<file path="src/rtl/core/hfct_pkg.sv">
// Shared types, constants and the key hash function of the flow context table.
package hfct_pkg;

    localparam int NumBuckets = 64;
    localparam int Ways       = 4;
    localparam int TableSize  = NumBuckets * Ways;
    localparam int BucketW    = (NumBuckets > 1) ? $clog2(NumBuckets) : 1;
    localparam int WayW       = (Ways > 1) ? $clog2(Ways) : 1;
    localparam int IndexW     = (TableSize > 1) ? $clog2(TableSize) : 1;
    localparam int WayCntW    = $clog2(Ways + 1);
    localparam int KeyW       = 48;

    localparam logic [31:0] Golden = 32'h9e3779b9;

    typedef enum logic [1:0] {
        CMD_LOOKUP = 2'd0,
        CMD_INSERT = 2'd1,
        CMD_REMOVE = 2'd2,
        CMD_UNUSED = 2'd3
    } t_cmd;

    typedef enum logic [2:0] {
        ST_FOUND     = 3'd0,
        ST_INSERTED  = 3'd1,
        ST_NOT_FOUND = 3'd2,
        ST_FULL      = 3'd3,
        ST_REMOVED   = 3'd4
    } t_status;

    typedef enum logic [2:0] {
        S_IDLE,
        S_HASH,
        S_SCAN,
        S_WRITE,
        S_DONE
    } t_state;

    typedef struct packed {
        logic load;
        logic hash_step;
        logic scan_clear;
        logic scan_step;
        logic commit;
        logic emit;
    } t_ctrl;

    typedef struct packed {
        logic hash_done;
        logic scan_done;
    } t_stat;

    typedef struct packed {
        logic [31:0] a;
        logic [31:0] b;
        logic [31:0] c;
    } t_abc;

    // One third of the mix: three dependent subtract/xor rows.
    function automatic t_abc mix_third(t_abc v, logic [1:0] step);
        t_abc r;
        r = v;
        unique case (step)
            2'd0: begin
                r.a = r.a - r.b - r.c; r.a = r.a ^ (r.c >> 13);
                r.b = r.b - r.c - r.a; r.b = r.b ^ (r.a << 8);
                r.c = r.c - r.a - r.b; r.c = r.c ^ (r.b >> 13);
            end
            2'd1: begin
                r.a = r.a - r.b - r.c; r.a = r.a ^ (r.c >> 12);
                r.b = r.b - r.c - r.a; r.b = r.b ^ (r.a << 16);
                r.c = r.c - r.a - r.b; r.c = r.c ^ (r.b >> 5);
            end
            default: begin
                r.a = r.a - r.b - r.c; r.a = r.a ^ (r.c >> 3);
                r.b = r.b - r.c - r.a; r.b = r.b ^ (r.a << 10);
                r.c = r.c - r.a - r.b; r.c = r.c ^ (r.b >> 15);
            end
        endcase
        return r;
    endfunction

endpackage

</file>
<file path="src/rtl/core/hfct_ctrl.sv">
// Controller state machine of the flow context table.
module hfct_ctrl (
    input  logic           i_clk,
    input  logic           i_rst_n,
    input  logic           start,
    output logic           busy,
    input  hfct_pkg::t_stat i_stat,
    output hfct_pkg::t_ctrl o_ctrl
);
    import hfct_pkg::*;

    t_state r_state, n_state;

    always_ff @(posedge i_clk) begin
        if (!i_rst_n) begin
            r_state <= S_IDLE;
        end else begin
            r_state <= n_state;
        end
    end

    always_comb begin
        n_state = r_state;
        unique case (r_state)
            S_IDLE:  if (start) n_state = S_HASH;
            S_HASH:  if (i_stat.hash_done) n_state = S_SCAN;
            S_SCAN:  if (i_stat.scan_done) n_state = S_WRITE;
            S_WRITE: n_state = S_DONE;
            S_DONE:  n_state = S_IDLE;
            default: n_state = S_IDLE;
        endcase
    end

    always_comb begin
        o_ctrl = '0;
        busy   = 1'b1;
        unique case (r_state)
            S_IDLE: begin
                busy        = 1'b0;
                o_ctrl.load = start;
            end
            S_HASH: begin
                o_ctrl.hash_step  = 1'b1;
                o_ctrl.scan_clear = i_stat.hash_done;
            end
            S_SCAN:  o_ctrl.scan_step = 1'b1;
            S_WRITE: o_ctrl.commit = 1'b1;
            S_DONE:  o_ctrl.emit = 1'b1;
            default: busy = 1'b1;
        endcase
    end

endmodule

</file>
<file path="config.mk">
export PLATFORM = sky130hd
export DESIGN_NAME = hfct_ctrl
export DESIGN_NICKNAME = d
export VERILOG_FILES = /design/src/rtl/core/hfct_pkg.sv /design/src/rtl/core/hfct_ctrl.sv
export SDC_FILE = /design/constraint.sdc
export NUM_CORES = 1
export LEC_CHECK = 0
export BUFFER_PORTS_ARGS = -buffer_cell sky130_fd_sc_hd__buf_4
export CORE_AREA = 2 2 39 41
export DETAILED_ROUTE_END_ITERATION = 10
export DIE_AREA = 0 0 41 43
export HOLD_SLACK_MARGIN = 0.12
export PLACE_DENSITY_LB_ADDON = 0.05
export SLEW_MARGIN = 20
export SYNTH_ARGS = -nofsm -noshare
export SYNTH_HDL_FRONTEND = slang
export SYNTH_SLANG_ARGS = --single-unit
</file>
<file path="constraint.sdc">
create_clock -name i_clk -period 1 [get_ports i_clk]
set_input_delay 0.1 -clock i_clk [delete_from_list [all_inputs] [get_ports i_clk]]
set_output_delay 0.1 -clock i_clk [all_outputs]
set_load 0.005 [all_outputs]
</file>
==> results of run 1 <==
## critical path, delay by kind of cell (launching register included)
kind                   cells  cell delay (ns)
AND/OR/NAND/NOR            2             0.47
buffers and inverters      1             0.10
flip-flops                 1             0.33
## cell usage after synthesis
| cell | instances |
|---|---|
| buf_6 | 1 |
| and2_1 | 2 |
| inv_1 | 2 |
| mux2i_1 | 1 |
| nor2_2 | 1 |
| nor3b_2 | 1 |
| nand3b_1 | 1 |
| a21oi_1 | 1 |
| or3_4 | 1 |
| and3b_2 | 1 |
| o21a_1 | 1 |
| buf_2 | 1 |
| dfxtp_1 | 3 |
| a211oi_1 | 1 |
| nor3b_1 | 2 |
| nand2b_1 | 2 |
## power by group through the flow
| stage | Sequential (W) | Clock [W] | Combinational [W] |
|---|---|---|---|
| 5_1_grt | 0.000139 | 0.000248 | 0.000155 |
| 3_3_place_gp | 0.000142 | 0 | 0.000116 |
| 3_5_place_dp | 0.000142 | 0 | 0.000117 |
| 4_1_cts | 0.000138 | 0.000228 | 0.000137 |
| 2_1_floorplan | 0.000132 | 0 | 0.0000663 |
| 6_report | 0.000138 | 0.000218 | 0.000142 |
## metrics by stage
stage	setup TNS, ns	area, um^2	power (W)	util, %	hold slack (ns)
detailed placement	-0.0748	318	0.000259	23.0	0.320
finish	-0.913	398	0.000498	28.8	0.161
global placement	-0.0741	318	0.000258	23.0	0.317
global route	-1.34	398	0.000542	28.8	0.166
floorplan	0	201	0.000199	-	0.222
CTS	-0.991	387	0.000503	27.9	0.152
## final cells by class
class	count	area, um^2	share of cell area [%]
Clock buffer	4	26.3	6.60
Sequential cell	3	66.3	16.7
Timing Repair Buffer	18	145	36.5
Tap cell	16	20.0	5.03
Multi-Input combinational cell	15	133	33.3
Inverter	2	7.51	1.89
## cells by family (layout without fill, tap and decap cells)
kind of cell / after synthesis / in the layout / share of synthesized area (%)
AOI/OAI and AO/OA: 3 / 3 / 9.94
and+or+nand+nor: 11 / 11 / 43.5
muxes: 1 / 1 / 4.97
buffers and inverters: 4 / 24 / 11.8
DFF: 3 / 3 / 29.8
## repair_timing
item / CTS / global route
endpoints found under the hold margin: 1 / 0
setup endpoints to repair: 8 / 8
pin swaps: 0 / 4
hold buffers: 1 / 0
cloned: 0 / 0
buffers inserted: 1 / 1
resized for setup: 8 / 1
## worst paths after layout
path | startpoint | to | slack (ns) | depth (start not counted)
worst min-delay path | i_stat[1] | r_state[1]$_SDFFE_PN0P_ | 0.16 | 3
worst max-delay path | r_state[0]$_SDFFE_PN0P_ | o_ctrl[5] | -0.24 | 3
worst max register to register | r_state[1]$_SDFFE_PN0P_ | r_state[0]$_SDFFE_PN0P_ | 0 | 4
worst min register to register | r_state[2]$_SDFFE_PN0P_ | r_state[1]$_SDFFE_PN0P_ | 0.63 | 2
## layer usage
layer  GRT usage (%)  part of all wire [%]  vias up  wire (um)
li1                -                     -      114          -
met1            11.1                    40       99        235
met2            11.6                    54        6        319
met3            3.14                   3.4        2         20
met4            10.0                   2.4        0         14
met5               0                     0        -          0
## cell usage in the layout, fill, tap and decap left out, drive strengths merged
cell         instances
mux2i                1
nand2b               2
nand3b               1
a21oi                1
o21a                 1
or3                  1
dlygate4sd3          1
and2                 2
and3b                1
nor3b                3
clkbuf               4
inv                  2
dfxtp                3
nor2                 1
buf                 17
a211oi               1
==> flow_summary.toml, run 1 <==
[final_layout]
final_nets = 48
n_fill_cell = 157
largest-register = "r_state"
layout-drive-gt1-share_pct = 71.4
largest_reg_flops = 3
reg.largest.list = "r_state x3"
area_growth_syn_to_layout_pct = 97.5
stdcell_count = 58
diodes = 0

[worst_setup_path]
worstPathCellList = "or3_4 > nor2_2 > buf_4"
crit_path_max_incr_delay_ns = 0.39
arrival_ns = 1.14
start_kind = "flop"
crit_path_end_kind = "output pin"
required_ns = 0.90
cp_max_fo = 4
critical_path_class = "flop to output pin"
critPathSlowestCell = "or3_4"

[global_route]
grt_max_degree = 7
grt_pass1_vias = 221
grt_first_pass_wirelength_um = 1030
grt_use_total_pct = 9.31
antenna_found_initial = 0
grt.overflow.total = 0

[synth]
synth.distinct_cells = 16
yosys.area.top_type = "dfxtp_1"
syn-num-nets = 27
syn_inst = 22
syn-mean-instance-area_um2 = 9.16
synth_area_um2 = 201
synth_seq_cells = 3
synthDominantCellAreaShare_pct = 29.8
synth-seq-area-share_pct = 29.8
synth_warnings = 0
ys_top_cells_by_area = "dfxtp_1 30%, nor3b_1 7.5%, and2_1 6.2%"

[drt]
dr.first_iter.drc_count = 2
postRouteAntennaNets = 0
drt_wl_total_um = 589
vias_per_cell = 3.81
num_vias = 221
drt_first_pass_iters = 3
route.detailed.drc = 0
wl_per_cell_um = 10.2

[sta]
rsz0062_at_grt = "true"
hold_violations = 0
tightestPinTransition_ns = 0.171
period_share_pct = 124
finalMaxSlewViolations = 0
layout_setup_ws_ns = -0.235
min_period_ns = 1.24
slew-limit-headroom_pct = 88.2
setup_viol = 8
skew_ns = 0.00134
fmax_ghz = 0.810

[place]
portBuffers = 11
dp_slack_ns = -0.0502
place.gp.congestion = 0.658
dp_cells = 51
dp_hpwl_um = 390

[die]
core_mm2 = 0.00138
die_h_um = 43
design.die.area_mm2 = 0.00176
ios = 12
start_util_pct = 14.6
die_x_um = 41
placementRows = 14

[status]
status = "complete, but fails checks"
violations = "negative setup slack"

[clock_tree]
clock_latency_ns = 0.23
numCtsBuffers = 3
path_clk_slew_ns = 0.04
clock-root-buffer = "clkbuf_4"
cts_max_level = 1
clockBufferDepth = 2
cts.sink_count = 3
cts_tree = "done"

[worst_hold_path]
hp-class = "input pin to flop"

[power]
pwr-share-clk_pct = 43.8
p_per_area_mw_per_mm2 = 1250
p_leak_nw = 0.191
comb_power_share_pct = 28.4
switching_share_pct = 25.8
seqPwrFrac_pct = 27.8
p_switching_w = 0.000128
p_int_w = 0.000370
ir_drop_v = 0.000391

[flow_run]
cap_violations = 0
No activity file was read; power rests on OpenSTA's default activity.
==> run 2, diff against run 1 <==
--- a/config.mk
+++ b/config.mk
@@ -11,6 +11,7 @@
 export DIE_AREA = 0 0 41 43
 export HOLD_SLACK_MARGIN = 0.12
 export PLACE_DENSITY_LB_ADDON = 0.05
+export SETUP_SLACK_MARGIN = 0.3
 export SLEW_MARGIN = 20
 export SYNTH_ARGS = -nofsm -noshare
 export SYNTH_HDL_FRONTEND = slang
==> flow_summary.toml, run 2 (same netlist as run 1, synthesis figures left out) <==
[global_route]
grt_use_total_pct = 7.13
grt_max_degree = 8
grt_first_pass_wirelength_um = 800
grt_pass1_vias = 192
grt.overflow.total = 0
antenna_found_initial = 0

[clock_tree]
cts.sink_count = 3
cts_max_level = 1
clockBufferDepth = 2
clock-root-buffer = "clkbuf_4"
path_clk_slew_ns = 0.04
clock_latency_ns = 0.23
cts_tree = "done"
numCtsBuffers = 3

[final_layout]
largest-register = "r_state"
final_nets = 45
largest_reg_flops = 3
most-common-layout-cells = "14 x buf_4, 3 x nor3b_2, 3 x clkbuf_4"
final_area_um2 = 373
reg.largest.list = "r_state x3"
final_common_cell = "buf_4"
area_growth_syn_to_layout_pct = 85.1
layout-drive-gt1-share_pct = 74.4
diodes = 0

[drt]
num_vias = 210
vias_per_cell = 3.82
wl_per_cell_um = 9.31
drt_wl_total_um = 512
drt_first_pass_iters = 1
postRouteAntennaNets = 0
route.detailed.drc = 0
dr.first_iter.drc_count = 0

[sta]
layout_setup_ws_ns = -0.241
setup_viol = 7
fmax_ghz = 0.806
skew_ns = 0.00297
hold_violations = 0
finalMaxSlewViolations = 0
min_period_ns = 1.24
rsz0062_at_grt = "true"
setup-tns-final_ns = -0.938
slew-limit-headroom_pct = 89.2
tightestPinTransition_ns = 0.159
fin_hold_ws_ns = 0.0876
period_share_pct = 124

[die]
design.die.area_mm2 = 0.00176
die_x_um = 41
start_util_pct = 14.6
die_h_um = 43
core_mm2 = 0.00138
ios = 12
placementRows = 14

[place]
portBuffers = 11
place.gp.congestion = 0.655
dpl_cell_area_um2 = 310

[worst_setup_path]
worstPathCellList = "or3_4 > nor2_2 > buf_4"
arrival_ns = 1.14
start_kind = "flop"
required_ns = 0.90
critical_path_class = "flop to output pin"
critPathSlowestCell = "or3_4"
cp_max_fo = 6
crit_path_max_incr_delay_ns = 0.39
crit_path_end_kind = "output pin"

[worst_hold_path]
hp-class = "input pin to flop"

[power]
p_leak_nw = 0.177
total_power_w = 0.000478
ir_drop_v = 0.000294
p_per_area_mw_per_mm2 = 1280

[status]
violations = "negative setup slack"
status = "complete, but fails checks"

[flow_run]
cap_violations = 0
==> run 2: cell count changes in the layout (fill, tap and decap cells not counted), sizes merged <==
cell	change
buf	-2
dlygate4sd3	-1
==> run 2: worst paths after layout <==
kind,start,to,slack (ns),cells after the start
max,r_state[0]$_SDFFE_PN0P_,o_ctrl[5],-0.24,3
min reg2reg,r_state[0]$_SDFFE_PN0P_,r_state[1]$_SDFFE_PN0P_,0.53,2
max reg2reg,r_state[0]$_SDFFE_PN0P_,r_state[2]$_SDFFE_PN0P_,0.05,3
min,i_rst_n,r_state[2]$_SDFFE_PN0P_,0.09,2
==> run 2: timing repair <==
item	4_1_cts	5_1_grt
endpoints found under the setup margin	10	10
setup buffers	0	1
pin swaps	1	1
resized for setup	6	3
endpoints found under the hold margin	1	1
==> run 2: routing by layer <==
layer | part of all wire (%) | GRT usage (%) | vias to the layer above | routed length, um
li1 | - | - | 106 | -
met1 | 40 | 8.36 | 93 | 207
met2 | 52 | 9.06 | 9 | 264
met3 | 6.3 | 3.66 | 2 | 32
met4 | 1.6 | 6.00 | 0 | 8
met5 | 0 | 0 | - | 0
==> run 2: area by class of cell <==
type	count	area, um^2
fillers	155	1010
multi-input cells	15	136
repair buffers	15	116
flip-flops and latches	3	66.3
clock buffers	4	26.3
well taps	16	20.0
inverters	2	7.51
==> run 2: where the power goes <==
part	total (W)	switching, W	leakage [nW]	internal, W
Combinational	0.000125	0.0000422	0.136	0.0000833
Clock	0.000211	0.0000616	0.0150	0.000149
Sequential	0.000141	0.0000127	0.0261	0.000129
Total	0.000478	0.000117	0.177	0.000361
==> run 2: worst max-delay path: cells and delay by family, from the launching register on <==
| family | cells | cell delay, ns |
|---|---|---|
| flops | 1 | 0.33 |
| simple gates | 2 | 0.47 |
| buf+inv | 1 | 0.10 |
==> run 2: metrics by stage <==
| step | setup slack (ns) | cells | utilization (%) |
|---|---|---|---|
| after floorplan | 0.0142 | 22 | - |
| after global placement | -0.0292 | 50 | 22.4 |
| after detailed placement | -0.0257 | 50 | 22.4 |
| after CTS | -0.253 | 54 | 25.5 |
| after global routing | -0.298 | 55 | 26.9 |
| final | -0.241 | 55 | 26.9 |
